$ cat src/stdp_synapse_update_unit_macros.svh
// Assertion macros shared by the STDP synapse update unit.
`ifndef STDP_SYNAPSE_UPDATE_UNIT_MACROS_SVH
`define STDP_SYNAPSE_UPDATE_UNIT_MACROS_SVH

// Check that a condition implies another in the same cycle.
`define STDPSU_ASSERT_IMPL(label, ante, cons) \
    label: assert property (@(posedge clk) disable iff (!rst_n) (ante) |-> (cons)) \
        else $error("stdpsu assertion failed");

// Check that a condition implies another a fixed number of cycles later.
`define STDPSU_ASSERT_DELAY(label, ante, n, cons) \
    label: assert property (@(posedge clk) disable iff (!rst_n) (ante) |-> ##n (cons)) \
        else $error("stdpsu assertion failed");

`endif

$ cat src/stdpsu_pkg.sv
// Shared constants, codes and types of the STDP synapse update unit.
package stdpsu_pkg;

    localparam int NUM_SYNAPSES = 1024;
    localparam int ADDR_W       = $clog2(NUM_SYNAPSES);

    localparam int IDX_W      = 10;
    localparam int TRACE_W    = 32;
    localparam int WEIGHT_W   = 32;
    localparam int FRAC_W     = 24;
    localparam int FACTOR_W   = 25;
    localparam int DRIFT_W    = 26;
    localparam int WMAX_W     = 31;
    localparam int PROD_W     = FACTOR_W + TRACE_W;
    localparam int SCALED_W   = PROD_W - FRAC_W;
    localparam int DW_W       = SCALED_W + 3;
    localparam int CFG_IDX_W  = 3;
    localparam int CFG_DATA_W = 32;

    localparam int OUT_DEPTH = 8;
    localparam int OUT_PTR_W = $clog2(OUT_DEPTH);
    localparam int OUT_CNT_W = $clog2(OUT_DEPTH + 1);

    // 1.0 in Q8.24, sized for a trace sum with two guard bits
    localparam logic [TRACE_W+1:0] ONE_FRAC =
        {{(TRACE_W + 1 - FRAC_W){1'b0}}, 1'b1, {FRAC_W{1'b0}}};

    // Request codes
    localparam logic [1:0] REQ_LOAD = 2'd0;
    localparam logic [1:0] REQ_TICK = 2'd1;
    localparam logic [1:0] REQ_READ = 2'd2;

    // Register indexes
    localparam logic [CFG_IDX_W-1:0] CFG_PRE_DECAY       = 3'd0;
    localparam logic [CFG_IDX_W-1:0] CFG_POST_DECAY      = 3'd1;
    localparam logic [CFG_IDX_W-1:0] CFG_DEPRESS_GAIN    = 3'd2;
    localparam logic [CFG_IDX_W-1:0] CFG_POTENTIATE_GAIN = 3'd3;
    localparam logic [CFG_IDX_W-1:0] CFG_DRIFT_STEP      = 3'd4;
    localparam logic [CFG_IDX_W-1:0] CFG_WEIGHT_MAX      = 3'd5;

    // Register reset values
    localparam logic [FACTOR_W-1:0] RST_PRE_DECAY       = 25'd16749277;
    localparam logic [FACTOR_W-1:0] RST_POST_DECAY      = 25'd16610280;
    localparam logic [FACTOR_W-1:0] RST_DEPRESS_GAIN    = 25'd15099494;
    localparam logic [FACTOR_W-1:0] RST_POTENTIATE_GAIN = 25'd1677722;
    localparam logic [DRIFT_W-1:0]  RST_DRIFT_STEP      = 26'd1678;
    localparam logic [WMAX_W-1:0]   RST_WEIGHT_MAX      = 31'd10905190;

    typedef struct packed {
        logic [FACTOR_W-1:0] pre_decay;
        logic [FACTOR_W-1:0] post_decay;
        logic [FACTOR_W-1:0] depress_gain;
        logic [FACTOR_W-1:0] potentiate_gain;
        logic [DRIFT_W-1:0]  drift_step;
        logic [WMAX_W-1:0]   weight_max;
    } cfg_t;

    typedef struct packed {
        logic                vld;
        logic [1:0]          kind;
        logic [IDX_W-1:0]    idx;
        logic                ok;
        logic                pre_s;
        logic                post_s;
        logic [WEIGHT_W-1:0] weight_in;
    } item_t;

    typedef struct packed {
        item_t              item;
        logic [TRACE_W-1:0] pt;
        logic [TRACE_W-1:0] qt;
    } trc_t;

    typedef struct packed {
        logic               we;
        logic [ADDR_W-1:0]  addr;
        logic [TRACE_W-1:0] pt;
        logic [TRACE_W-1:0] qt;
    } trc_wr_t;

    typedef struct packed {
        logic                re;
        logic [ADDR_W-1:0]   raddr;
        logic                we;
        logic [ADDR_W-1:0]   waddr;
        logic [WEIGHT_W-1:0] wdata;
    } wgt_ram_t;

    typedef struct packed {
        logic [WMAX_W-1:0] weight;
        logic [IDX_W-1:0]  index;
    } res_word_t;

    typedef struct packed {
        logic      vld;
        res_word_t word;
    } push_t;

endpackage

$ cat src/stdpsu_trace_unit.sv
// Trace stage: forward, decay, spike-add and saturation of the pre and post traces.
module stdpsu_trace_unit import stdpsu_pkg::*; (
    input  logic                   clk,
    input  logic                   rst_n,
    input  cfg_t                   cfg,
    input  item_t                  item_in,
    input  logic [2*TRACE_W-1:0]   rd_data,
    output trc_wr_t                wr,
    output trc_t                   trc_out
);

    item_t              p1_reg;
    logic               p1_vld_reg;
    trc_t               p2_reg;
    trc_t               p2_next;
    logic               p2_vld_reg;
    logic               p2_wr_reg;

    logic               fwd;
    logic               wrote;
    logic [TRACE_W-1:0] pre_old;
    logic [TRACE_W-1:0] post_old;
    logic [PROD_W-1:0]  pre_prod;
    logic [PROD_W-1:0]  post_prod;
    logic [TRACE_W+1:0] pre_sum;
    logic [TRACE_W+1:0] post_sum;
    logic [TRACE_W-1:0] pre_new;
    logic [TRACE_W-1:0] post_new;

    always_ff @(posedge clk or negedge rst_n)
    begin
        if (!rst_n)
        begin
            p1_vld_reg <= 1'b0;
            p2_vld_reg <= 1'b0;
            p2_wr_reg  <= 1'b0;
        end
        else
        begin
            p1_vld_reg <= item_in.vld;
            p2_vld_reg <= p1_vld_reg;
            p2_wr_reg  <= wrote;
        end
    end

    always_ff @(posedge clk)
    begin
        p1_reg <= item_in;
        p2_reg <= p2_next;
    end

    // Take the last written traces when the RAM read raced that write
    assign fwd      = p2_wr_reg && (p2_reg.item.idx == p1_reg.idx);
    assign pre_old  = fwd ? p2_reg.pt : rd_data[2*TRACE_W-1:TRACE_W];
    assign post_old = fwd ? p2_reg.qt : rd_data[TRACE_W-1:0];

    assign pre_prod  = PROD_W'(cfg.pre_decay) * PROD_W'(pre_old);
    assign post_prod = PROD_W'(cfg.post_decay) * PROD_W'(post_old);
    assign pre_sum   = (TRACE_W + 2)'(pre_prod[PROD_W-1:FRAC_W])
                     + (p1_reg.pre_s ? ONE_FRAC : '0);
    assign post_sum  = (TRACE_W + 2)'(post_prod[PROD_W-1:FRAC_W])
                     + (p1_reg.post_s ? ONE_FRAC : '0);
    assign pre_new   = (|pre_sum[TRACE_W+1:TRACE_W]) ? '1 : pre_sum[TRACE_W-1:0];
    assign post_new  = (|post_sum[TRACE_W+1:TRACE_W]) ? '1 : post_sum[TRACE_W-1:0];

    assign wrote = p1_vld_reg && p1_reg.ok && (p1_reg.kind == REQ_TICK);

    always_comb
    begin
        wr.we   = wrote;
        wr.addr = ADDR_W'(p1_reg.idx);
        wr.pt   = pre_new;
        wr.qt   = post_new;

        p2_next.item     = p1_reg;
        p2_next.item.vld = p1_vld_reg;
        p2_next.pt       = pre_new;
        p2_next.qt       = post_new;

        trc_out          = p2_reg;
        trc_out.item.vld = p2_vld_reg;
    end

endmodule

$ cat config.mk
export PLATFORM = sky130hd
export DESIGN_NAME = stdpsu_trace_unit
export DESIGN_NICKNAME = d
export VERILOG_FILES = /design/src/stdp_synapse_update_unit_macros.svh /design/src/stdpsu_pkg.sv /design/src/stdpsu_trace_unit.sv
export SDC_FILE = /design/constraint.sdc
export NUM_CORES = 2
export LEC_CHECK = 0
export BUFFER_PORTS_ARGS = -buffer_cell sky130_fd_sc_hd__buf_2
export CELL_PAD_IN_SITES_DETAIL_PLACEMENT = 1
export CELL_PAD_IN_SITES_GLOBAL_PLACEMENT = 1
export CORE_MARGIN = 4
export CORE_UTILIZATION = 49
export DETAILED_ROUTE_END_ITERATION = 16
export GPL_TIMING_DRIVEN = 0
export PLACE_DENSITY_LB_ADDON = 0.1
export SKIP_CTS_REPAIR_TIMING = 1
export SLEW_MARGIN = 0
export SYNTH_ARGS = -nofsm -noshare
export SYNTH_HDL_FRONTEND = slang
export SYNTH_SLANG_ARGS = --single-unit
$ cat constraint.sdc
create_clock -name clk -period 11.76 [get_ports clk]
set_input_delay 1.176 -clock clk [delete_from_list [all_inputs] [get_ports clk]]
set_output_delay 1.176 -clock clk [all_outputs]
set_load 0.01 [all_outputs]
# Yosys cells after proc, flatten, opt, wreduce, memory -nomap -nowiden
# Index checks and enable logic that the tools add are counted.
[word_totals]
word_cells = 34
regBits = 161
inputBits = 271
[classes]
n_reduce_logical = 5
muxes = 6
mul = 2
n_eq_ne = 2
addsub = 2
[op_table]
columns = ["cell", "n"]
rows = [
  ["$mux 32", 4],
  ["$mul 25x32->57", 2],
  ["$add 33x25->34", 2],
  ["$mux 25", 2],
  ["$eq 10x10->1", 1],
  ["$reduce_or 2->1", 2],
  ["$logic_and 1x1->1", 3],
  ["$eq 2x1->1 const B", 1],
]

# Longest topological paths before layout
[depth]
ltp_word = 7
ltp_mapped = 43

# Worst setup path before layout
# OpenSTA, ideal clock, no wires.
[synth_path]
kind = "reg-to-output"
from = "register p2_reg, in the netlist trc_out[99]"
to = "output port wr[62] (netlist bit)"
required_time_ps = 10584
slack_ps = 1075
path_stages_with_launch = 43
n_path_buf = 4
arrival_time_ps = 9509
cell_sequence = "dfxtp_1 -> xnor2_1 -> nand4_2 -> or3_1 -> clkbuf_1 -> clkbuf_1 -> nand2_1 -> nand2_1 -> clkbuf_1 -> and2_1 -> fa_1 -> inv_1 -> fa_1 -> inv_1 -> fa_1 -> inv_1 -> fa_1 -> inv_1 -> (+7 left out) -> nand4_1 -> nor3_1 -> o21ai_0 -> nand3_1 -> nand4_1 -> o21a_1 -> a21oi_1 -> nor2_1 -> xnor2_1 -> ha_1 -> ha_1 -> nand2b_1 -> a2111o_1 -> nand4_1 -> nand4b_1 -> and4bb_1 -> mux2_4 -> or3b_1"
[synth_rtl]
columns = ["element", "line_no", "text"]
rows = [
  ["start, declared", "stdpsu_trace_unit.sv:14", "trc_t p2_reg;"],
  ["start signal, assigned", "stdpsu_trace_unit.sv:49", "p2_reg <= p2_next;"],
  ["end, declared", "stdpsu_trace_unit.sv:8", "output trc_wr_t wr,"],
]

==> flow_metrics.tcl <==
set metrics [dict create \
    async_flop_share_pct 1.863 \
    crit_top_cell "fa_1" \
    ant_nets 0 \
    fp-row-count 124 \
    drc 0 \
    place_hpwl_um 196200 \
    largest_reg_flops 111 \
    slowest_delay_ns 0.58 \
    wire_per_inst_um 27.87 \
    cp_top_family "adder cells" \
    critPathLaunchType "flip-flop" \
    nNetsFinal 8975 \
    die_x_um 347.9 \
    cap_viol_max_count 0 \
    fin_crit_ns 12.01 \
    period_share_pct 102.1 \
    finalHoldViolCount 0 \
    core_area_sq_mm 0.1145 \
    drt-initial-drc-count 3415 \
    area_growth_pct 15.56 \
    drive_above_1_share_pct 14.56 \
    grt_pass1_vias 53025 \
    tns_ns -5.521 \
    numPortBuffers 350 \
    violations "negative setup slack" \
    clk_pin_slew_worst_paths_ns 0.09 \
    setup_viol_count_final 31 \
    critPathRequiredTime_ns 10.58 \
    worst_slack_ns -0.2484 \
    grt_usage_pct 38.19 \
    via_per_inst 5.617 \
    synth_edf_count 0 \
    pin_count 458 \
    synth.top_cell.area_share_pct 48.52 \
    cts_tree "built" \
    avgSynthCellArea_sq_um 8.753 \
    ys.flop_type "dfxtp_1" \
    min_path_type "flip-flop to flip-flop" \
    drv_slew 0 \
    via_count 47644 \
    ys_top_cells_by_area "fa_1 49%, inv_1 9.9%, ha_1 8.4%" \
    drt_wl_total_um 236400 \
    globalplace.congestion 1.019 \
    grt_pass1_wl_um 337300 \
    critPathMaxFanout 10 \
    skew_ns 0.03917 \
    antenna_found_initial 18 \
    cts_buffers 17 \
    grt_start_max_net_pins 22 \
    worst_setup_path_end_kind "output port" \
    finalCoreUtilization_pct 57.13 \
    synth_cell_types 83 \
    slowest_stage "fa_1" \
    outcome "finished, violations left" \
    die_area_sq_mm 0.1210 \
    relSlewSlack_pct 9.180 \
    cts_root_buffer "clkbuf_16" \
    synth_top_cell_by_area "fa_1" \
    synth_seq_cells 161 \
    clkSinkCount 161 \
    path_class "flip-flop to output port" \
    syn_nets 8492 \
    h-tree-depth 4 \
    crit_buf_inv 9 \
    drt_first_pass_iters 5 \
    yosys_warnings 0 \
    rsz0062_at_grt "yes" \
    arrival_ns 10.83 \
    netlist_area_sq_mm 0.05661 \
    fmax_mhz 83.27 \
    syn_inst 6467 \
    start_util_pct 49.44 \
    cts_buffer_depth 2 \
    grt_remaining_overflow 0 \
    worst_slew_pin_slew_ns 1.362 \
    yosysSeqAreaShare_pct 5.720 \
    clock_latency_ns 0.54 \
    chipHeight_um 347.9 \
]
## through the flow
stage | instance area, sq um | worst slack (ns) | cells | hold slack (ns)
floorplan | 56610 | 1.075 | 6467 | 0.3096
global placement | 60250 | -2.883 | 8329 | 0.3096
detailed placement | 60250 | -3.007 | 8329 | 0.3135
CTS | 60890 | -3.637 | 8361 | 0.3314
global route | 65400 | -0.5254 | 8477 | 0.3287
finish | 65410 | -0.2484 | 8482 | 0.3302
## final timing paths
path,startpoint,to,slack (ns),depth (start not counted)
max,trc_out[104],wr[53],-0.25,41
min,p1_reg[26],trc_out[90],0.33,0
max reg2reg,trc_out[104],trc_out[37],1.45,41
min reg2reg,p1_reg[26],trc_out[90],0.33,0
max in group asynchronous,rst_n,p2_vld_reg,11.23,1
min in group asynchronous,rst_n,p2_wr_reg,0.43,1
## cell type report
type                       count  area [sq um]
antenna                        7         17.52
buffer                       335          2542
clock buffer                  17         425.4
clock inverter                15         220.2
fill                       13353         49090
inverter                    1493          5604
multi-input combinational   4460         48190
sequential                   161          3257
tap                         1512          1892
timing repair buffer         482          3267
## synth_stat cells (10+ instances only)
library cell / count
a211oi_1: 10
a21o_1: 53
a21oi_1: 127
a31oi_1: 14
and2_1: 674
and3_1: 12
buf_2: 16
buf_4: 16
clkbuf_1: 318
dfxtp_1: 158
fa_1: 1372
ha_1: 382
inv_1: 1493
nand2_1: 1223
nand2b_1: 56
nand3_1: 39
nand4_1: 62
nor2_1: 64
nor3_1: 15
nor4_1: 12
o21a_1: 17
o21ai_0: 69
o21bai_1: 22
or2_1: 10
xnor2_1: 51
xor2_1: 29
## layout by cell type (no fill, tap or decap), types with 62 or more instances in the layout
cell and n:
dfxtp_1 143, inv_1 1484, nand4_1 62, clkbuf_1 161
buf_2 334, buf_6 76, a21oi_1 117, o21ai_0 62
nand2_1 1137, ha_1 345, buf_4 150, fa_1 1343
and2_1 669
## layer usage
| layer | GRT usage [%] | vias to the layer above | wire, um |
|---|---|---|---|
| met5 | 0 | - | 101 |
| met4 | 25.88 | 16 | 20930 |
| met3 | 6.926 | 778 | 18890 |
| met2 | 65.30 | 2126 | 114000 |
| met1 | 43.85 | 24908 | 82520 |
| li1 | - | 19816 | - |
## logic make-up (layout without fill, tap and decap cells)
kind of cell	Yosys count	in the layout	synth area share, %
xor+xnor	84	84	1.353
mux	8	8	0.1768
fa+ha+maj	1754	1754	56.97
other cells	0	7	0
buf+inv	1846	2342	12.41
flops	161	161	5.720
simple gates	2222	2222	18.93
compound gates	392	392	4.441
Power is left out: the tool's default activity adds up to more than one toggle a clock period on the data nets, which glitch-free logic cannot reach.
