### config.mk
export PLATFORM = sky130hd
export DESIGN_NAME = stdpsu_weight_unit
export DESIGN_NICKNAME = d
export VERILOG_FILES = /design/src/stdp_synapse_update_unit_macros.svh /design/src/stdpsu_pkg.sv /design/src/stdpsu_weight_unit.sv
export SDC_FILE = /design/constraint.sdc
export NUM_CORES = 2
export LEC_CHECK = 0
export ABC_CLOCK_PERIOD_IN_PS = 14700
export BUFFER_PORTS_ARGS = -buffer_cell sky130_fd_sc_hd__buf_4
export CAP_MARGIN = 40
export CELL_PAD_IN_SITES_DETAIL_PLACEMENT = 0
export CELL_PAD_IN_SITES_GLOBAL_PLACEMENT = 1
export CORE_MARGIN = 5
export CORE_UTILIZATION = 54
export CTS_BUF_LIST = sky130_fd_sc_hd__clkbuf_4 sky130_fd_sc_hd__clkbuf_8
export CTS_CLUSTER_DIAMETER = 200
export DETAILED_ROUTE_END_ITERATION = 7
export HOLD_SLACK_MARGIN = 0.1
export PLACE_DENSITY_LB_ADDON = 0.1
export SLEW_MARGIN = 15
export SYNTH_ARGS = -nofsm -noshare
export SYNTH_HDL_FRONTEND = slang
export SYNTH_SLANG_ARGS = --single-unit
### constraint.sdc
create_clock -name clk -period 14.7 [get_ports clk]
set_clock_uncertainty 0.2 [all_clocks]
set_input_delay 1.47 -clock clk [delete_from_list [all_inputs] [get_ports clk]]
set_output_delay 1.47 -clock clk [all_outputs]
set_load 0.1 [all_outputs]
### src/stdp_synapse_update_unit_macros.svh
// Assertion macros shared by the STDP synapse update unit.
`ifndef STDP_SYNAPSE_UPDATE_UNIT_MACROS_SVH
`define STDP_SYNAPSE_UPDATE_UNIT_MACROS_SVH

// Check that a condition implies another in the same cycle.
`define STDPSU_ASSERT_IMPL(label, ante, cons) \
    label: assert property (@(posedge clk) disable iff (!rst_n) (ante) |-> (cons)) \
        else $error("stdpsu assertion failed");

// Check that a condition implies another a fixed number of cycles later.
`define STDPSU_ASSERT_DELAY(label, ante, n, cons) \
    label: assert property (@(posedge clk) disable iff (!rst_n) (ante) |-> ##n (cons)) \
        else $error("stdpsu assertion failed");

`endif

### src/stdpsu_pkg.sv
// Shared constants, codes and types of the STDP synapse update unit.
package stdpsu_pkg;

    localparam int NUM_SYNAPSES = 1024;
    localparam int ADDR_W       = $clog2(NUM_SYNAPSES);

    localparam int IDX_W      = 10;
    localparam int TRACE_W    = 32;
    localparam int WEIGHT_W   = 32;
    localparam int FRAC_W     = 24;
    localparam int FACTOR_W   = 25;
    localparam int DRIFT_W    = 26;
    localparam int WMAX_W     = 31;
    localparam int PROD_W     = FACTOR_W + TRACE_W;
    localparam int SCALED_W   = PROD_W - FRAC_W;
    localparam int DW_W       = SCALED_W + 3;
    localparam int CFG_IDX_W  = 3;
    localparam int CFG_DATA_W = 32;

    localparam int OUT_DEPTH = 8;
    localparam int OUT_PTR_W = $clog2(OUT_DEPTH);
    localparam int OUT_CNT_W = $clog2(OUT_DEPTH + 1);

    // 1.0 in Q8.24, sized for a trace sum with two guard bits
    localparam logic [TRACE_W+1:0] ONE_FRAC =
        {{(TRACE_W + 1 - FRAC_W){1'b0}}, 1'b1, {FRAC_W{1'b0}}};

    // Request codes
    localparam logic [1:0] REQ_LOAD = 2'd0;
    localparam logic [1:0] REQ_TICK = 2'd1;
    localparam logic [1:0] REQ_READ = 2'd2;

    // Register indexes
    localparam logic [CFG_IDX_W-1:0] CFG_PRE_DECAY       = 3'd0;
    localparam logic [CFG_IDX_W-1:0] CFG_POST_DECAY      = 3'd1;
    localparam logic [CFG_IDX_W-1:0] CFG_DEPRESS_GAIN    = 3'd2;
    localparam logic [CFG_IDX_W-1:0] CFG_POTENTIATE_GAIN = 3'd3;
    localparam logic [CFG_IDX_W-1:0] CFG_DRIFT_STEP      = 3'd4;
    localparam logic [CFG_IDX_W-1:0] CFG_WEIGHT_MAX      = 3'd5;

    // Register reset values
    localparam logic [FACTOR_W-1:0] RST_PRE_DECAY       = 25'd16749277;
    localparam logic [FACTOR_W-1:0] RST_POST_DECAY      = 25'd16610280;
    localparam logic [FACTOR_W-1:0] RST_DEPRESS_GAIN    = 25'd15099494;
    localparam logic [FACTOR_W-1:0] RST_POTENTIATE_GAIN = 25'd1677722;
    localparam logic [DRIFT_W-1:0]  RST_DRIFT_STEP      = 26'd1678;
    localparam logic [WMAX_W-1:0]   RST_WEIGHT_MAX      = 31'd10905190;

    typedef struct packed {
        logic [FACTOR_W-1:0] pre_decay;
        logic [FACTOR_W-1:0] post_decay;
        logic [FACTOR_W-1:0] depress_gain;
        logic [FACTOR_W-1:0] potentiate_gain;
        logic [DRIFT_W-1:0]  drift_step;
        logic [WMAX_W-1:0]   weight_max;
    } cfg_t;

    typedef struct packed {
        logic                vld;
        logic [1:0]          kind;
        logic [IDX_W-1:0]    idx;
        logic                ok;
        logic                pre_s;
        logic                post_s;
        logic [WEIGHT_W-1:0] weight_in;
    } item_t;

    typedef struct packed {
        item_t              item;
        logic [TRACE_W-1:0] pt;
        logic [TRACE_W-1:0] qt;
    } trc_t;

    typedef struct packed {
        logic               we;
        logic [ADDR_W-1:0]  addr;
        logic [TRACE_W-1:0] pt;
        logic [TRACE_W-1:0] qt;
    } trc_wr_t;

    typedef struct packed {
        logic                re;
        logic [ADDR_W-1:0]   raddr;
        logic                we;
        logic [ADDR_W-1:0]   waddr;
        logic [WEIGHT_W-1:0] wdata;
    } wgt_ram_t;

    typedef struct packed {
        logic [WMAX_W-1:0] weight;
        logic [IDX_W-1:0]  index;
    } res_word_t;

    typedef struct packed {
        logic      vld;
        res_word_t word;
    } push_t;

endpackage

### src/stdpsu_weight_unit.sv
// Weight stages: gain products, weight delta, saturating update and read clamp.
module stdpsu_weight_unit import stdpsu_pkg::*; (
    input  logic                clk,
    input  logic                rst_n,
    input  cfg_t                cfg,
    input  trc_t                trc_in,
    input  logic [WEIGHT_W-1:0] rd_data,
    output wgt_ram_t            ram,
    output push_t               push
);

    localparam logic [WEIGHT_W-1:0] W_POS_MAX = {1'b0, {(WEIGHT_W - 1){1'b1}}};
    localparam logic [WEIGHT_W-1:0] W_NEG_MIN = {1'b1, {(WEIGHT_W - 1){1'b0}}};

    item_t               q3_item_reg;
    logic                q3_vld_reg;
    logic [SCALED_W-1:0] q3_dep_reg;
    logic [SCALED_W-1:0] q3_pot_reg;
    item_t               q4_item_reg;
    logic                q4_vld_reg;
    logic [DW_W-1:0]     q4_dw_reg;
    logic [DW_W-1:0]     q4_dw_next;
    logic                wb_vld_reg;
    logic [IDX_W-1:0]    wb_idx_reg;
    logic [WEIGHT_W-1:0] wb_data_reg;

    logic [PROD_W-1:0]   dep_prod;
    logic [PROD_W-1:0]   pot_prod;
    logic                fwd;
    logic [WEIGHT_W-1:0] w_old;
    logic [DW_W:0]       w_sum;
    logic [DW_W-WEIGHT_W+1:0] w_hi;
    logic [WEIGHT_W-1:0] w_new;
    logic                w_we;
    logic [WMAX_W-1:0]   w_clamp;

    assign dep_prod = PROD_W'(cfg.depress_gain) * PROD_W'(trc_in.pt);
    assign pot_prod = PROD_W'(cfg.potentiate_gain) * PROD_W'(trc_in.qt);

    // Sign-extended drift, minus depression on a post spike, plus potentiation on a pre spike
    always_comb
    begin
        q4_dw_next = {{(DW_W - DRIFT_W){cfg.drift_step[DRIFT_W-1]}}, cfg.drift_step};
        if (q3_item_reg.post_s)
        begin
            q4_dw_next = q4_dw_next - DW_W'(q3_dep_reg);
        end
        if (q3_item_reg.pre_s)
        begin
            q4_dw_next = q4_dw_next + DW_W'(q3_pot_reg);
        end
    end

    always_ff @(posedge clk or negedge rst_n)
    begin
        if (!rst_n)
        begin
            q3_vld_reg <= 1'b0;
            q4_vld_reg <= 1'b0;
            wb_vld_reg <= 1'b0;
        end
        else
        begin
            q3_vld_reg <= trc_in.item.vld;
            q4_vld_reg <= q3_vld_reg;
            wb_vld_reg <= w_we;
        end
    end

    always_ff @(posedge clk)
    begin
        q3_item_reg <= trc_in.item;
        q3_dep_reg  <= dep_prod[PROD_W-1:FRAC_W];
        q3_pot_reg  <= pot_prod[PROD_W-1:FRAC_W];
        q4_item_reg <= q3_item_reg;
        q4_dw_reg   <= q4_dw_next;
        wb_idx_reg  <= q4_item_reg.idx;
        wb_data_reg <= ram.wdata;
    end

    // Take the last written weight when the RAM read raced that write
    assign fwd   = wb_vld_reg && (wb_idx_reg == q4_item_reg.idx);
    assign w_old = fwd ? wb_data_reg : rd_data;

    assign w_sum = {{(DW_W + 1 - WEIGHT_W){w_old[WEIGHT_W-1]}}, w_old}
                 + {q4_dw_reg[DW_W-1], q4_dw_reg};
    assign w_hi  = w_sum[DW_W:WEIGHT_W-1];

    always_comb
    begin
        if ((w_hi == '0) || (w_hi == '1))
        begin
            w_new = w_sum[WEIGHT_W-1:0];
        end
        else if (w_sum[DW_W])
        begin
            w_new = W_NEG_MIN;
        end
        else
        begin
            w_new = W_POS_MAX;
        end
    end

    always_comb
    begin
        if (!q4_item_reg.ok || w_old[WEIGHT_W-1])
        begin
            w_clamp = '0;
        end
        else if (w_old[WMAX_W-1:0] > cfg.weight_max)
        begin
            w_clamp = cfg.weight_max;
        end
        else
        begin
            w_clamp = w_old[WMAX_W-1:0];
        end
    end

    assign w_we = q4_vld_reg && q4_item_reg.ok
               && ((q4_item_reg.kind == REQ_LOAD) || (q4_item_reg.kind == REQ_TICK));

    always_comb
    begin
        ram.re    = q3_vld_reg;
        ram.raddr = ADDR_W'(q3_item_reg.idx);
        ram.we    = w_we;
        ram.waddr = ADDR_W'(q4_item_reg.idx);
        ram.wdata = (q4_item_reg.kind == REQ_LOAD) ? q4_item_reg.weight_in : w_new;

        push.vld         = q4_vld_reg && (q4_item_reg.kind == REQ_READ);
        push.word.weight = w_clamp;
        push.word.index  = q4_item_reg.idx;
    end

endmodule

# Yosys cells after proc, flatten, opt, wreduce, memory -nomap -nowiden
# Cells that the tools add are included.
[classes]
n_addsub = 3
n_mul = 2
n_div = 0
magnitude_cmp = 1
eq_ne = 4
shift = 0
n_mux = 8
bitwise = 0
reduce_logical = 10
[op_table]
columns = ["op", "count"]
rows = [
  ["$mux 32", 4],
  ["$mul 25x32->57", 2],
  ["$mux 36", 2],
  ["$mux 31", 2],
  ["$add 32x36->37", 1],
  ["$add 36x33->36", 1],
  ["$sub 26x34->35", 1],
  ["$gt 31x31->1", 1],
  ["$eq 10x10->1", 1],
  ["$eq 6x6->1 const B", 1],
  ["$logic_not 6->1", 1],
  ["$logic_and 1x1->1", 4],
  ["$logic_or 1x1->1", 3],
  ["$eq 2x1->1 const B", 1],
  ["$eq 2x2->1 const B", 1],
  ["$logic_not 2->1", 1],
  ["$logic_not 1->1", 1],
]
[totals]
ff_bits = 239
latchBits = 0
ram_bits = 0
romBits = 0
mem_count = 0

# Longest topological paths before layout
[depth]
word_depth = 8
ltp_mapped = 28
mapped_depth_nobuf = 26

# Worst setup path after synthesis
# Ideal clock, no wire load.
[synth_timing]
path_type = "in2reg"
from = "in cfg[86] (netlist bit)"
to = "reg q3_dep_reg[27]"
setup_ns = 0.072
arrival_ns = 8.097
required_ns = 14.428
setup_slack_ns = 6.331
path_stages = 26
path_buffers = 1
path_cell_list = "clkbuf_1 -> nand2_1 -> fa_1 -> inv_1 -> fa_1 -> inv_1 -> fa_1 -> fa_1 -> inv_1 -> fa_1 -> fa_1 -> inv_1 -> fa_1 -> inv_1 -> ha_1 -> a21oi_2 -> o221ai_1 -> a221oi_2 -> nor2_1 -> o21ai_2 -> a211oi_1 -> or4_4 -> a21o_1 -> a31o_1 -> a221oi_2 -> xnor2_1"
[synth_via]
elab_chain_len = 1
[synth_rtl]
columns = ["element", "line", "source"]
rows = [
  ["start: declaration", "stdpsu_weight_unit.sv:5", "input cfg_t cfg,"],
  ["$mul 25x32->57", "stdpsu_weight_unit.sv:37", "assign dep_prod = PROD_W'(cfg.depress_gain) * PROD_W'(trc_in.pt);"],
  ["via dep_prod[51]", "stdpsu_weight_unit.sv:27", "logic [PROD_W-1:0] dep_prod;"],
  ["end signal: assignment", "stdpsu_weight_unit.sv:73", "q3_dep_reg <= dep_prod[PROD_W-1:FRAC_W];"],
  ["end: declaration", "stdpsu_weight_unit.sv:17", "logic [SCALED_W-1:0] q3_dep_reg;"],
]
# The timed path passes the listed nets, and every way through them passes these cells.

# Worst setup path after layout
[layout_timing]
from = "in cfg[61] (netlist bit)"
to = "reg q3_pot_reg[15]"
[layout_via]
elab_chain_len = 1
[layout_rtl]
columns = ["element", "line", "source"]
rows = [
  ["$mul 25x32->57", "stdpsu_weight_unit.sv:38", "assign pot_prod = PROD_W'(cfg.potentiate_gain) * PROD_W'(trc_in.qt);"],
  ["via pot_prod[39]", "stdpsu_weight_unit.sv:28", "logic [PROD_W-1:0] pot_prod;"],
  ["end signal: assignment", "stdpsu_weight_unit.sv:74", "q3_pot_reg <= pot_prod[PROD_W-1:FRAC_W];"],
  ["end: declaration", "stdpsu_weight_unit.sv:18", "logic [SCALED_W-1:0] q3_pot_reg;"],
]
# The timed path passes the listed nets, and every way through them passes these cells.

==> results summary <==
The transition time of the tightest slew-check pin came out at 0.750 ns. The number of hold violations in the final report came out at 0. The summed negative setup slack over all endpoints came out at 0 ns. After synthesis, the netlist uses 83 different library cells. The all-layer global routing usage came out at 29.9%. In this run the critical register-to-register path is launched from q3_dep_reg[6]. The worst hold path belongs to the class flip-flop to flip-flop. The worst register-to-register path has a setup slack of 8.61 ns. Counting tap cells, the placed design contains a total of 8,489 instances.

The number of port buffers is 348. By area the synthesized netlist is led by sky130_fd_sc_hd__fa_1 44%, sky130_fd_sc_hd__ha_1 10%, sky130_fd_sc_hd__inv_1 9.6%, sky130_fd_sc_hd__and2_1 8.3%, sky130_fd_sc_hd__dfxtp_1 7.5%. The total setup buffers inserted after CTS came out at 0.

The floorplan step defined a die boundary enclosing 123,000 sq um. The cell type with the highest aggregate area in the netlist is sky130_fd_sc_hd__fa_1. The most common cell in the netlist is sky130_fd_sc_hd__inv_1. In this run the most used layer during global routing was met2. The final routed wire length divided by cell count is 21.1 microns. TritonCTS built the clock tree.

The synthesized net count is 9,151. The top achievable clock speed came out at 107 MHz. The largest buffer count on any clock path is 3. The startpoint identified for the worst hold timing path is q3_item_reg[13].

The first detailed-routing pass took 5 iterations. The routed design could run at a clock period as short as 9.37 ns. The estimated wirelength of the detail-placed design is 134 mm. The register with the most flip-flops in the layout has 37 of them.

The net total in the final layout came out at 9,199. The launch point of the critical path is cfg[61]. The number of endpoints failing setup at the final stage came out at 0.

The final routed DRC violation total came out at 0. Clock-pin slew was measured on the worst setup and hold paths at 0.06 ns. The filler-free cell count of the finished design came out at 8,571. The endpoint of the worst hold-timing path is q4_item_reg[13]. The synthesized area per cell came out at 9.04 sq um. During synthesis, Yosys emitted a total of 0 warnings. Among all flip-flop cells after synthesis, the most frequent one is sky130_fd_sc_hd__dfxtp_1. The chip width came out at 351 microns. The relative slew slack came out at 49.9%. In this run, CTS created clock tree buffers numbering 41. In the synthesized netlist, the number of instances is 6,961. The count of state elements after synthesis came out at 239. The total routed wirelength came out at 181 mm. The starting density of the core is 54.3%. The number of max-slew violations in the final report is 0. The post-cts resize count came out at 0. The met3 usage in global routing is 5.58%. The clock latency on the worst-skew pair is 0.61 ns. Of the synthesized area, sequential elements account for 7.63%.

The met2 track utilization from global routing is 48.3%. The total core area came out at 116,000 sq um. The boundary pin count is 399.

The largest net degree at the start of global routing came out at 44. The critical-path maximum fanout came out at 32. Data arrives at the worst endpoint at 9.61 ns. The via count of the first global-routing pass is 49.9k. Summed over all layers, the global routing overflow is 0. The worst setup path is captured at a flip-flop.

The detailed router finished its first iteration with 2,991 violations. The required time at the worst-slack endpoint came out at 14.94 ns. In this run the critical register-to-register path is captured at q4_dw_reg[26]. The worst setup path is launched from a primary input. The number of antenna violations at the first check in global routing is 12.

The wire length of the first global-routing pass came out at 285 mm. In the synthesized netlist, the cells that appear most often are 1,610 x sky130_fd_sc_hd__inv_1, 1,375 x sky130_fd_sc_hd__fa_1, 871 x sky130_fd_sc_hd__nand2_1. Routability-driven placement finished with a final weighted congestion of 0.899.

The vertical extent of the die came out at 351 microns. The synthesized netlist occupies a cell area of 62,900 sq um. For met1 alone, demand over resource in global routing was 42.8%. In this run, post-CTS hold repair placed 0 buffers. Counting flops with a built-in enable in the synthesized netlist gives 0. The share of synthesized area in the top cell type comes to 43.8%. The worst register-to-register path has a depth of 21. The period utilization is 63.7%. The number of levels the H-tree was split into is 2.

The count of max-cap constraint violations is 0. Row generation in the floorplan step produced 125 rows. Setup repair after global routing left no endpoint under its margin. By startpoint and endpoint, the worst setup path is classified as primary input to flip-flop. Compared with the post-synthesis result, the final layout area differs by 6.48%.

The total number of vias came out at 46.9k. The clock drives 239 sinks. The run finished with clean final reports. The worst hold path was traced through 0 stages. The number of antenna-violating nets in the routed design is 0.

The fraction of final layout cells sized beyond drive strength 1 came out at 7.59%. The root cell of the clock tree is sky130_fd_sc_hd__clkbuf_8. After detailed routing, the number of vias per cell comes to 5.47. After synthesis, the share of flip-flops with an asynchronous set or reset is 1.26%.
## layout by cell type (no fill, tap or decap), types with 39 or more instances in the layout
cell                          n
sky130_fd_sc_hd__nor2_1     120
sky130_fd_sc_hd__nand3_1     39
sky130_fd_sc_hd__fa_1      1375
sky130_fd_sc_hd__a211oi_1    52
sky130_fd_sc_hd__xor2_1      48
sky130_fd_sc_hd__a21oi_1    171
sky130_fd_sc_hd__ha_1       512
sky130_fd_sc_hd__o21ai_0     84
sky130_fd_sc_hd__a21o_1      95
sky130_fd_sc_hd__clkbuf_8    47
sky130_fd_sc_hd__buf_4      354
sky130_fd_sc_hd__mux2_2      67
sky130_fd_sc_hd__inv_1     1610
sky130_fd_sc_hd__xnor2_1    113
sky130_fd_sc_hd__o21a_1      39
sky130_fd_sc_hd__and2_1     831
sky130_fd_sc_hd__nand2_1    871
sky130_fd_sc_hd__dfxtp_1    235
## cell families after synthesis
kind of cell,Yosys count,share of synthesized area (%)
flip-flops,239,7.63
AO/OA/AOI/OAI,628,6.90
AND/OR/NAND/NOR,2014,16.1
XOR/XNOR,161,2.24
buffers and inverters,1962,12.0
adder cells (fa/ha/maj),1887,54.0
multiplexers,70,1.25
## area by class of cell
type	count	area, sq um
multi-input cells	4760	50600
fillers	10589	48900
inverters	1610	6040
flip-flops and latches	239	4800
repair buffers	357	2690
well taps	1524	1910
clock buffers	54	699
clock inverters	19	208
diodes	8	20.0
## layer usage
| layer | vias to the layer above | wire length (microns) |
|---|---|---|
| li1 | 20829 | - |
| met1 | 24043 | 79300 |
| met2 | 1776 | 82700 |
| met3 | 247 | 15400 |
| met4 | 0 | 3640 |
| met5 | - | 0 |
## critical path, cell delays in order
cell	delay (ns)
sky130_fd_sc_hd__buf_4	0.47
sky130_fd_sc_hd__nand2_1	0.17
sky130_fd_sc_hd__fa_1	0.58
sky130_fd_sc_hd__inv_1	0.05
sky130_fd_sc_hd__fa_1	0.47
sky130_fd_sc_hd__inv_1	0.05
sky130_fd_sc_hd__fa_1	0.48
sky130_fd_sc_hd__fa_1	0.55
sky130_fd_sc_hd__inv_1	0.05
sky130_fd_sc_hd__fa_1	0.52
sky130_fd_sc_hd__fa_1	0.50
sky130_fd_sc_hd__inv_1	0.05
sky130_fd_sc_hd__fa_1	0.47
sky130_fd_sc_hd__inv_1	0.04
sky130_fd_sc_hd__ha_1	0.31
sky130_fd_sc_hd__a21oi_1	0.20
sky130_fd_sc_hd__o21ai_0	0.21
sky130_fd_sc_hd__a311oi_1	0.64
sky130_fd_sc_hd__o311ai_0	0.32
sky130_fd_sc_hd__nor2_1	0.15
sky130_fd_sc_hd__a211oi_1	0.08
sky130_fd_sc_hd__a211oi_1	0.56
sky130_fd_sc_hd__o41ai_2	0.11
sky130_fd_sc_hd__buf_2	0.21
sky130_fd_sc_hd__a221o_1	0.34
sky130_fd_sc_hd__a21oi_1	0.19
sky130_fd_sc_hd__xnor2_1	0.34
## how the worst max path moves through the flow
stage          depth (start not counted)  slack [ns]              to
2_1_floorplan                         26        6.33  q3_dep_reg[27]
3_3_place_gp                          26        4.66  q3_pot_reg[30]
3_5_place_dp                          26        4.58  q3_pot_reg[30]
4_1_cts                               26        5.19  q3_pot_reg[30]
5_1_grt                               26        5.08  q3_dep_reg[20]
6_report                              27        5.33  q3_pot_reg[15]
## metrics by stage
step	instance area [sq um]	worst slack [ns]	hold WS, ns	utilization (%)
after floorplan	62900	6.33	0.110	-
after global placement	66000	4.66	0.111	57.0
final	67000	5.33	0.115	57.8
after detailed placement	66000	4.58	0.112	57.0
after global routing	67000	5.08	0.117	57.8
after CTS	66900	5.19	0.117	57.8
Power is not shown: default switching activity piles up to over one toggle a cycle in this logic, so the estimate is an artifact.
