File: src/stdp_synapse_update_unit_macros.svh
// Assertion macros shared by the STDP synapse update unit.
`ifndef STDP_SYNAPSE_UPDATE_UNIT_MACROS_SVH
`define STDP_SYNAPSE_UPDATE_UNIT_MACROS_SVH

// Check that a condition implies another in the same cycle.
`define STDPSU_ASSERT_IMPL(label, ante, cons) \
    label: assert property (@(posedge clk) disable iff (!rst_n) (ante) |-> (cons)) \
        else $error("stdpsu assertion failed");

// Check that a condition implies another a fixed number of cycles later.
`define STDPSU_ASSERT_DELAY(label, ante, n, cons) \
    label: assert property (@(posedge clk) disable iff (!rst_n) (ante) |-> ##n (cons)) \
        else $error("stdpsu assertion failed");

`endif

File: src/stdpsu_pkg.sv
// Shared constants, codes and types of the STDP synapse update unit.
package stdpsu_pkg;

    localparam int NUM_SYNAPSES = 1024;
    localparam int ADDR_W       = $clog2(NUM_SYNAPSES);

    localparam int IDX_W      = 10;
    localparam int TRACE_W    = 32;
    localparam int WEIGHT_W   = 32;
    localparam int FRAC_W     = 24;
    localparam int FACTOR_W   = 25;
    localparam int DRIFT_W    = 26;
    localparam int WMAX_W     = 31;
    localparam int PROD_W     = FACTOR_W + TRACE_W;
    localparam int SCALED_W   = PROD_W - FRAC_W;
    localparam int DW_W       = SCALED_W + 3;
    localparam int CFG_IDX_W  = 3;
    localparam int CFG_DATA_W = 32;

    localparam int OUT_DEPTH = 8;
    localparam int OUT_PTR_W = $clog2(OUT_DEPTH);
    localparam int OUT_CNT_W = $clog2(OUT_DEPTH + 1);

    // 1.0 in Q8.24, sized for a trace sum with two guard bits
    localparam logic [TRACE_W+1:0] ONE_FRAC =
        {{(TRACE_W + 1 - FRAC_W){1'b0}}, 1'b1, {FRAC_W{1'b0}}};

    // Request codes
    localparam logic [1:0] REQ_LOAD = 2'd0;
    localparam logic [1:0] REQ_TICK = 2'd1;
    localparam logic [1:0] REQ_READ = 2'd2;

    // Register indexes
    localparam logic [CFG_IDX_W-1:0] CFG_PRE_DECAY       = 3'd0;
    localparam logic [CFG_IDX_W-1:0] CFG_POST_DECAY      = 3'd1;
    localparam logic [CFG_IDX_W-1:0] CFG_DEPRESS_GAIN    = 3'd2;
    localparam logic [CFG_IDX_W-1:0] CFG_POTENTIATE_GAIN = 3'd3;
    localparam logic [CFG_IDX_W-1:0] CFG_DRIFT_STEP      = 3'd4;
    localparam logic [CFG_IDX_W-1:0] CFG_WEIGHT_MAX      = 3'd5;

    // Register reset values
    localparam logic [FACTOR_W-1:0] RST_PRE_DECAY       = 25'd16749277;
    localparam logic [FACTOR_W-1:0] RST_POST_DECAY      = 25'd16610280;
    localparam logic [FACTOR_W-1:0] RST_DEPRESS_GAIN    = 25'd15099494;
    localparam logic [FACTOR_W-1:0] RST_POTENTIATE_GAIN = 25'd1677722;
    localparam logic [DRIFT_W-1:0]  RST_DRIFT_STEP      = 26'd1678;
    localparam logic [WMAX_W-1:0]   RST_WEIGHT_MAX      = 31'd10905190;

    typedef struct packed {
        logic [FACTOR_W-1:0] pre_decay;
        logic [FACTOR_W-1:0] post_decay;
        logic [FACTOR_W-1:0] depress_gain;
        logic [FACTOR_W-1:0] potentiate_gain;
        logic [DRIFT_W-1:0]  drift_step;
        logic [WMAX_W-1:0]   weight_max;
    } cfg_t;

    typedef struct packed {
        logic                vld;
        logic [1:0]          kind;
        logic [IDX_W-1:0]    idx;
        logic                ok;
        logic                pre_s;
        logic                post_s;
        logic [WEIGHT_W-1:0] weight_in;
    } item_t;

    typedef struct packed {
        item_t              item;
        logic [TRACE_W-1:0] pt;
        logic [TRACE_W-1:0] qt;
    } trc_t;

    typedef struct packed {
        logic               we;
        logic [ADDR_W-1:0]  addr;
        logic [TRACE_W-1:0] pt;
        logic [TRACE_W-1:0] qt;
    } trc_wr_t;

    typedef struct packed {
        logic                re;
        logic [ADDR_W-1:0]   raddr;
        logic                we;
        logic [ADDR_W-1:0]   waddr;
        logic [WEIGHT_W-1:0] wdata;
    } wgt_ram_t;

    typedef struct packed {
        logic [WMAX_W-1:0] weight;
        logic [IDX_W-1:0]  index;
    } res_word_t;

    typedef struct packed {
        logic      vld;
        res_word_t word;
    } push_t;

endpackage

File: src/stdpsu_if.sv


interface stdpsu_res_if import stdpsu_pkg::*; ();
    logic              valid;
    logic              ready;
    logic [WMAX_W-1:0] weight_out;
    logic [IDX_W-1:0]  index_out;

    modport source (output valid, weight_out, index_out, input ready);
    modport sink (input valid, weight_out, index_out, output ready);
endinterface


File: src/stdpsu_out_fifo.sv
// Result buffer between the weight stage and the result channel.
module stdpsu_out_fifo import stdpsu_pkg::*; (
    input  logic          clk,
    input  logic          rst_n,
    input  push_t         push,
    stdpsu_res_if.source  res
);

    res_word_t            fifo_mem [OUT_DEPTH];
    logic [OUT_PTR_W-1:0] wr_ptr_reg;
    logic [OUT_PTR_W-1:0] rd_ptr_reg;
    logic [OUT_CNT_W-1:0] cnt_reg;
    logic [OUT_CNT_W-1:0] cnt_next;
    logic                 pop;
    res_word_t            head;

    assign pop = res.valid && res.ready;

    always_comb
    begin
        cnt_next = cnt_reg;
        if (push.vld && !pop)
        begin
            cnt_next = cnt_reg + 1'b1;
        end
        else if (!push.vld && pop)
        begin
            cnt_next = cnt_reg - 1'b1;
        end
    end

    always_ff @(posedge clk or negedge rst_n)
    begin
        if (!rst_n)
        begin
            wr_ptr_reg <= '0;
            rd_ptr_reg <= '0;
            cnt_reg    <= '0;
        end
        else
        begin
            cnt_reg <= cnt_next;
            if (push.vld)
            begin
                wr_ptr_reg <= wr_ptr_reg + 1'b1;
            end
            if (pop)
            begin
                rd_ptr_reg <= rd_ptr_reg + 1'b1;
            end
        end
    end

    always_ff @(posedge clk)
    begin
        if (push.vld)
        begin
            fifo_mem[wr_ptr_reg] <= push.word;
        end
    end

    assign head           = fifo_mem[rd_ptr_reg];
    assign res.valid      = (cnt_reg != '0);
    assign res.weight_out = head.weight;
    assign res.index_out  = head.index;

endmodule

File: src/flat_wrapper.sv
// flat-port wrapper written by rule: the top's interface ports become plain ports
module stdpsu_out_fifo_flat import stdpsu_pkg::*;
  (clk, rst_n, push, res_valid, res_weight_out, res_index_out, res_ready);
  stdpsu_res_if res_i ();
  input  logic clk;
  input  logic rst_n;
  input  push_t push;
  output wire logic [$bits(res_i.valid)-1:0] res_valid;
  output wire logic [$bits(res_i.weight_out)-1:0] res_weight_out;
  output wire logic [$bits(res_i.index_out)-1:0] res_index_out;
  input wire logic [$bits(res_i.ready)-1:0] res_ready;
  assign res_valid = res_i.valid;
  assign res_weight_out = res_i.weight_out;
  assign res_index_out = res_i.index_out;
  assign res_i.ready = res_ready;
  stdpsu_out_fifo u_core (.clk(clk), .rst_n(rst_n), .push(push), .res(res_i));
endmodule
File: config.mk
export PLATFORM = sky130hd
export DESIGN_NAME = stdpsu_out_fifo_flat
export DESIGN_NICKNAME = d
export VERILOG_FILES = /design/src/stdp_synapse_update_unit_macros.svh /design/src/stdpsu_pkg.sv /design/src/stdpsu_if.sv /design/src/stdpsu_out_fifo.sv /design/src/flat_wrapper.sv
export SDC_FILE = /design/constraint.sdc
export NUM_CORES = 1
export LEC_CHECK = 0
export BUFFER_PORTS_ARGS = -buffer_cell sky130_fd_sc_hd__buf_4
export CORE_MARGIN = 2
export CORE_UTILIZATION = 60
export CTS_CLUSTER_SIZE = 14
export DETAILED_ROUTE_END_ITERATION = 16
export PLACE_DENSITY = 0.76
export SYNTH_ARGS = -nofsm -noshare
export SYNTH_HDL_FRONTEND = slang
export SYNTH_SLANG_ARGS = --single-unit
File: constraint.sdc
create_clock -name clk -period 4.8 [get_ports clk]
set_input_delay 0.24 -clock clk [delete_from_list [all_inputs] [get_ports clk]]
set_output_delay 0.24 -clock clk [all_outputs]
set_load 0.05 [all_outputs]
Word-level counts from Yosys, hierarchy flattened
Memories as Yosys holds them, arrays and structs flattened.
Cells that the tools add are included.

operators by class
  add/subtract/negate cells = 4
  muxes and demuxes = 4
  reductions and logical operators = 7

operators with widths
  cell                                              count
  two-way mux 4 bit                                 2
  adder 3 x 1 -> 3 bit, second input constant       2
  adder 4 x 1 -> 4 bit, second input constant       1
  nonzero test 4 bit                                1
  subtractor 4 x 1 -> 4 bit, second input constant  1
  logical AND 1 bit                                 3
  logical NOT 1 bit                                 2
  two-way mux 1 bit                                 2
  nonzero test 2 bit                                1

storage, ports and cells
  register bits after elaboration = 10
  RAM bits = 328
  input bits = 45
  output and inout bits = 42
  word-level logic and storage cells = 19
  memories = 1

memories
  memory           words  bits a word  rd ports  clocked after memory_dff  wr ports  line                  RTL
  u_core.fifo_mem  8      41           1         0                         1         stdpsu_out_fifo.sv:9  res_word_t fifo_mem [OUT_DEPTH];

Logic depth before layout (Yosys ltp)
Gate-level depths: netlist (run 1).

  depth after elaboration = 5
  mapped depth = 8
  gate-level depth less buffers = 8

Worst setup path before layout (run 1)
OpenSTA, ideal clock, no wires.

  path type = register to register
  start point = reg u_core.wr_ptr_reg[1]
  end point = mem u_core.fifo_mem[0][0] (netlist bit) (enable)
  library setup time = 0.490 ns
  arrival time = 3.382 ns
  required time = 4.310 ns
  setup slack = 0.928 ns
  stages on the path, launching flop included = 3
  buffers on the path = 0
  period minus slack after synthesis = 3.872 ns
  path through = dfrtp_1 nand2b_1 nor3_1

RTL lines
  what                      line                   RTL
  start: declaration        stdpsu_out_fifo.sv:10  logic [OUT_PTR_W-1:0] wr_ptr_reg;
  start signal: assignment  stdpsu_out_fifo.sv:45  wr_ptr_reg <= wr_ptr_reg + 1'b1;
  end: declaration          stdpsu_out_fifo.sv:9

No word-level cell before the write port.

Worst setup path in the final report (run 1)
  start point = reg u_core.rd_ptr_reg[0]
  end point = out res_weight_out[1]

between the ends
  longest elaborated chain between the ends = 1

ends and longest elaborated chain
  what                      line                   RTL
  start: declaration        stdpsu_out_fifo.sv:11  logic [OUT_PTR_W-1:0] rd_ptr_reg;
  start signal: assignment  stdpsu_out_fifo.sv:49  rd_ptr_reg <= rd_ptr_reg + 1'b1;
  memory read (8 x 41 bit)  -
  end: declaration          flat_wrapper.sv:9      output wire logic [$bits(res_i.weight_out)-1:0] res_weight_out;

Every way passes these cells.

==> flow_metrics.tcl, run 1 <==
set metrics [dict create \
    ys_types 28 \
    drt_iter0_markers 447 \
    dieArea_sq_um 22800 \
    final_common_cell "edfxtp_1" \
    cpMaxStageDelayCell "dfrtp_4" \
    die_h_um 151 \
    io_buffers 86 \
    netlist_area_sq_um 13000 \
    setup_viol 0 \
    post_cts_buffers 0 \
    layout.nets 738 \
    numCtsBuffers 35 \
    skew_ns 0.0121 \
    slew_viol_final 0 \
    hpwl_um 13000 \
    wl_per_cell_um 25.3 \
    ios 87 \
    final_critical_path_setup_slack_ns 1.58 \
    antenna_left 0 \
    cts_htree_levels 2 \
    critPathBufInv 2 \
    root_buffer "clkbuf_16" \
    firstDrtPassIters 5 \
    peakVddDrop_mv 0.577 \
    largest_reg_flops 328 \
    coreArea_sq_um 21100 \
    hold_path.startpoint "res_ready" \
    final_area_sq_um 15500 \
    finalSetupTns_ns 0 \
    via_count 5987 \
    finalWirelength_um 25000 \
    cap_violations 0 \
    hp-class "input pin to register" \
    first_global_vias 6367 \
    gr-total-overflow 0 \
    post_dp_cell_area_sq_um 13900 \
    place_worst_setup_slack_ns 1.98 \
    required_ns 4.56 \
    cts_sinks 338 \
    grt_max_degree 58 \
    rr_startpoint "u_core.cnt_reg[0]" \
    antenna_found_initial 0 \
    clk_latency_ns 0.50 \
    grt_setup_unrepaired "no" \
    leakage_nw 5.17 \
    clk_pin_slew_ns 0.06 \
    ys_seq_area_share_pct 78.0 \
    critical-path-max-stage-delay_ns 0.97 \
    grt_use_total_pct 22.6 \
    cts_resized 0 \
    utilization_pct 73.6 \
    holdBufCountCts 43 \
    die_w_um 151 \
    hold_depth 3 \
    status "complete, no violations" \
    worstPathArrival_ns 2.98 \
    cts_tree "yes" \
    synth_nets 584 \
    clk_path_buf_depth 3 \
    end_kind "primary output" \
    max_slew_margin_pct 32.4 \
    fmax_ghz 0.311 \
    synth_seq_cells 338 \
    nFillCells 1137 \
    fin_crit_sh_pct 67.0 \
    reg2reg_setup_slack_ns 1.93 \
    area_growth_pct 19.7 \
    tightestPinTransition_ns 1.01 \
    period_needed_ns 3.22 \
    gp_congestion 0.694 \
    start_kind "register" \
    grt_pass1_wl_um 37200 \
    crit_family "flip-flops" \
    viasPerCell 6.07 \
    power_w 0.0104 \
    pwr_density_cell_nw_per_um2 670 \
    std_cell_rows 53 \
    drive_above_1_share_pct 39.0 \
    path_cells "buf_12 -> mux4_1 -> mux2_2 -> buf_4" \
    r2r_end "u_core.cnt_reg[3]" \
    drc 0 \
    holdPathEnd "u_core.rd_ptr_reg[2]" \
    finalHoldViolations 0 \
    synthCells 533 \
    start_util_pct 61.4 \
    path_max_fanout 44 \
    path_class "register to primary output" \
    antenna-diode-count 0 \
    synth_warnings 0 \
    final_cell_mix "328 x edfxtp_1, 97 x buf_4, 74 x mux4_2" \
    syn_area_per_cell_sq_um 24.3 \
    reg2reg_depth 8 \
]
-- worst register-to-register path: cells and delay by family, from the launching register on --
| kind | cells | cell delay, ns |
|---|---|---|
| and+or+nand+nor | 3 | 1.26 |
| adders and majority gates | 2 | 0.66 |
| DFF | 1 | 0.46 |
| AOI/OAI and AO/OA | 2 | 0.22 |
| buffers and inverters | 1 | 0.15 |
-- final cells by class --
| class | instances | area [sq um] | area share (%) |
|---|---|---|---|
| Sequential cell | 338 | 10100 | 65.2 |
| Multi-Input combinational cell | 170 | 2740 | 17.6 |
| Timing Repair Buffer | 141 | 1180 | 7.60 |
| Clock buffer | 42 | 945 | 6.09 |
| Tap cell | 275 | 344 | 2.22 |
| Clock inverter | 19 | 195 | 1.26 |
| Inverter | 1 | 3.75 | 0.0242 |
-- worst max-delay path by stage --
stage / start / end / depth (start not counted)
after floorplan: u_core.wr_ptr_reg[1] / u_core.fifo_mem[0][0] / 2
after global routing: u_core.rd_ptr_reg[0] / res_weight_out[1] / 4
final: u_core.rd_ptr_reg[0] / res_weight_out[1] / 4
after detailed placement: u_core.cnt_reg[0] / u_core.cnt_reg[3] / 8
after CTS: u_core.rd_ptr_reg[0] / res_weight_out[1] / 4
after global placement: u_core.rd_ptr_reg[0] / res_index_out[5] / 4
-- power breakdown --
group / internal, W / switching (W) / total [W]
registers: 0.00372 / 0.000382 / 0.00410
clock network: 0.00162 / 0.00104 / 0.00265
logic: 0.00151 / 0.00212 / 0.00364
-- routing by layer --
layer | share of wire [%] | vias to the layer above | wire (um) | GRT usage, %
met4 | 1.4 | 0 | 358 | 5.61
met3 | 6.1 | 30 | 1510 | 4.91
li1 | - | 2584 | - | -
met5 | 0 | - | 0 | 0
met1 | 40 | 3168 | 10100 | 30.5
met2 | 52 | 205 | 13000 | 38.5
-- kinds of logic after synthesis --
logic type	synth area share, %
buf+inv	1.35
flops	78.0
compound gates	0.319
fa+ha+maj	0.637
simple gates	0.946
xor+xnor	0.406
mux	18.4
-- synth_stat cells, drive strengths merged --
master | n | share of area [%]
edfxtp | 328 | 76
mux4 | 82 | 14
mux2 | 44 | 3.8
buf | 18 | 1.1
dfrtp | 10 | 1.9
clkbuf | 6 | 0.17
nand2 | 6 | 0.17
nor2 | 6 | 0.17
ha | 5 | 0.48
xnor2 | 5 | 0.34
nand2b | 3 | 0.14
nand3 | 3 | 0.12
nor3 | 3 | 0.12
a21oi | 2 | 0.077
o211ai | 2 | 0.12
or4 | 2 | 0.12
a2111o | 1 | 0.087
fa | 1 | 0.15
inv | 1 | 0.029
mux2i | 1 | 0.077
nand3b | 1 | 0.058
o21ai | 1 | 0.039
or3 | 1 | 0.048
xor2 | 1 | 0.068
-- metrics by stage --
step,cells,hold slack (ns)
final,986,0.0308
after global routing,986,0.0395
after CTS,986,0.0119
after detailed placement,882,0.0762
after global placement,882,0.0721
after floorplan,533,-0.0556
Power figures use the tool's default switching activity.
==> inputs of run 2 (changes only) <==
==> constraint.sdc (replaced) <==
create_clock -name clk -period 3 [get_ports clk]
set_input_delay 0.15 -clock clk [delete_from_list [all_inputs] [get_ports clk]]
set_output_delay 0.15 -clock clk [all_outputs]
set_load 0.05 [all_outputs]
==> run 2 against run 1 <==
Die area unchanged. Sequential power up 57%. Final cell count up 0.30%. Core utilization up 0.083 points. Sequential share of layout area down 0.073 points. Setup slack worse by 1.5 ns. First-iteration DRC count down 5.8%. Clock power up 48%. Combinational power up 67%. Design area up 0.11%. Critical path depth up 4. Largest power group unchanged.
==> flow_metrics.tcl, run 2 (synthesis results as in run 1) <==
set metrics [dict create \
    fin_crit_sh_pct 96.9 \
    hp-class "input pin to register" \
    grt_max_degree 48 \
    clkPwrFrac_pct 23.9 \
    r2r_end "u_core.cnt_reg[3]" \
    clk_latency_ns 0.50 \
    rr_startpoint "u_core.cnt_reg[0]" \
    antenna_found_initial 1 \
    final_common_cell "edfxtp_1" \
    internal_power_w 0.0108 \
    gr-total-overflow 0 \
    die_h_um 151 \
    path_class "register to register" \
    pwr_density_cell_nw_per_um2 1060 \
    cpMaxStageDelayCell "or4_1" \
    hold_path.startpoint "push[28]" \
    crit_family "simple AND/OR/NAND/NOR gates" \
    period_needed_ns 2.91 \
    whs_ns 0.416 \
    io_buffers 86 \
    post_dp_cell_area_sq_um 14000 \
    start_util_pct 61.4 \
    leakage_nw 5.15 \
    worstPathArrival_ns 3.28 \
    setup_viol 0 \
    dp.cells 887 \
    cts_htree_levels 2 \
    firstDrtPassIters 5 \
    hpwl_um 12800 \
    power_frac_seq_pct 39.2 \
    end_kind "register" \
    tightestPinTransition_ns 0.730 \
    std_cell_rows 53 \
    drive_above_1_share_pct 38.6 \
    slew_viol_final 0 \
    finalHoldViolations 0 \
    skew_ns 0.00847 \
    cts_tree "yes" \
    critical-path-max-stage-delay_ns 0.58 \
    antenna_left 0 \
    die_w_um 151 \
    drc 0 \
    p_sw_share_pct 34.3 \
    via_count 5954 \
    holdPathEnd "u_core.fifo_mem[5][28]" \
    clk_pin_slew_ns 0.06 \
    nFillCells 1160 \
    first_global_vias 6397 \
    path_cells "or4_1 -> nand2_1 -> ha_1 -> inv_1 -> ha_1 -> or4_1 -> o211ai_1 -> o211ai_1" \
    peakVddDrop_mv 0.777 \
    required_ns 3.37 \
    clk_path_buf_depth 3 \
    status "complete, no violations" \
    finalWirelength_um 24600 \
    gp_congestion 0.689 \
    final_cell_mix "328 x edfxtp_1, 98 x buf_4, 74 x mux4_2" \
    grt_pass1_wl_um 36900 \
    drt_iter0_markers 421 \
    final_area_sq_um 15500 \
    finalSetupTns_ns 0 \
    cap_violations 0 \
    wl_per_cell_um 24.9 \
    fmax_ghz 0.344 \
    dieArea_sq_um 22800 \
    viasPerCell 6.02 \
    layout.nets 744 \
    root_buffer "clkbuf_16" \
    reg2reg_setup_slack_ns 0.09 \
    ios 87 \
    p_sw_w 0.00564 \
    grt_setup_unrepaired "no" \
    fin_cells 989 \
    coreArea_sq_um 21100 \
    largest_reg_flops 328 \
    area_growth_pct 19.9 \
    grt_use_total_pct 22.4 \
    path_max_fanout 6 \
    hold_depth 2 \
    numCtsBuffers 34 \
    start_kind "register" \
    critPathBufInv 1 \
    combinationalPowerShare_pct 37.0 \
    max_slew_margin_pct 51.4 \
    cts_sinks 338 \
    reg2reg_depth 8 \
]
==> run 2: power by group through the flow <==
stage / logic (W) / registers, W / clock network [W]
global route: 0.00639 / 0.00650 / 0.00417
detailed placement: 0.00605 / 0.00653 / 0
global placement: 0.00598 / 0.00645 / 0
finish: 0.00608 / 0.00644 / 0.00393
floorplan: 0.00469 / 0.00620 / 0
CTS: 0.00615 / 0.00644 / 0.00400
==> run 2: metal layers <==
layer	track usage (%)	vias to the layer above	share of wire [%]
met4	6.40	0	1.5
met1	31.3	3155	42
li1	-	2594	-
met3	3.95	35	5.3
met2	37.3	170	51
met5	0	-	0
==> run 2: final cells by class <==
| type | instances | area, sq um | share of cell area [%] |
|---|---|---|---|
| Clock buffer | 48 | 967 | 6.23 |
| Multi-Input combinational cell | 170 | 2750 | 17.7 |
| Antenna cell | 1 | 2.50 | 0.0161 |
| Sequential cell | 338 | 10100 | 65.1 |
| Inverter | 1 | 3.75 | 0.0242 |
| Tap cell | 275 | 344 | 2.22 |
| Timing Repair Buffer | 148 | 1290 | 8.28 |
| Clock inverter | 8 | 67.6 | 0.435 |
==> run 2: how the worst max path moves through the flow <==
| stage | slack [ns] | start | depth (start not counted) | endpoint |
|---|---|---|---|---|
| 5_1_grt | 0.02 | u_core.cnt_reg[0] | 8 | u_core.cnt_reg[3] |
| 3_3_place_gp | 0.36 | u_core.cnt_reg[0] | 8 | u_core.cnt_reg[3] |
| 6_report | 0.09 | u_core.cnt_reg[0] | 8 | u_core.cnt_reg[3] |
| 4_1_cts | 0.11 | u_core.rd_ptr_reg[0] | 4 | res_index_out[8] |
| 3_5_place_dp | 0.20 | u_core.cnt_reg[0] | 8 | u_core.cnt_reg[3] |
| 2_1_floorplan | 0.10 | u_core.cnt_reg[0] | 8 | u_core.cnt_reg[3] |
==> run 2: metrics by stage <==
| step | setup WS [ns] | utilization (%) | total power, W |
|---|---|---|---|
| floorplan | 0.104 | - | 0.0109 |
| global placement | 0.357 | 66.6 | 0.0124 |
| detailed placement | 0.201 | 66.6 | 0.0126 |
| CTS | 0.113 | 73.6 | 0.0166 |
| global route | 0.0228 | 73.6 | 0.0171 |
| finish | 0.0921 | 73.6 | 0.0164 |
==> run 2: repair_timing <==
| action | in CTS | in global routing |
|---|---|---|
| hold endpoints to repair | 343 | 0 |
| gates resized for setup | 0 | 0 |
| hold buffers | 45 | 0 |
| setup buffers | 0 | 0 |
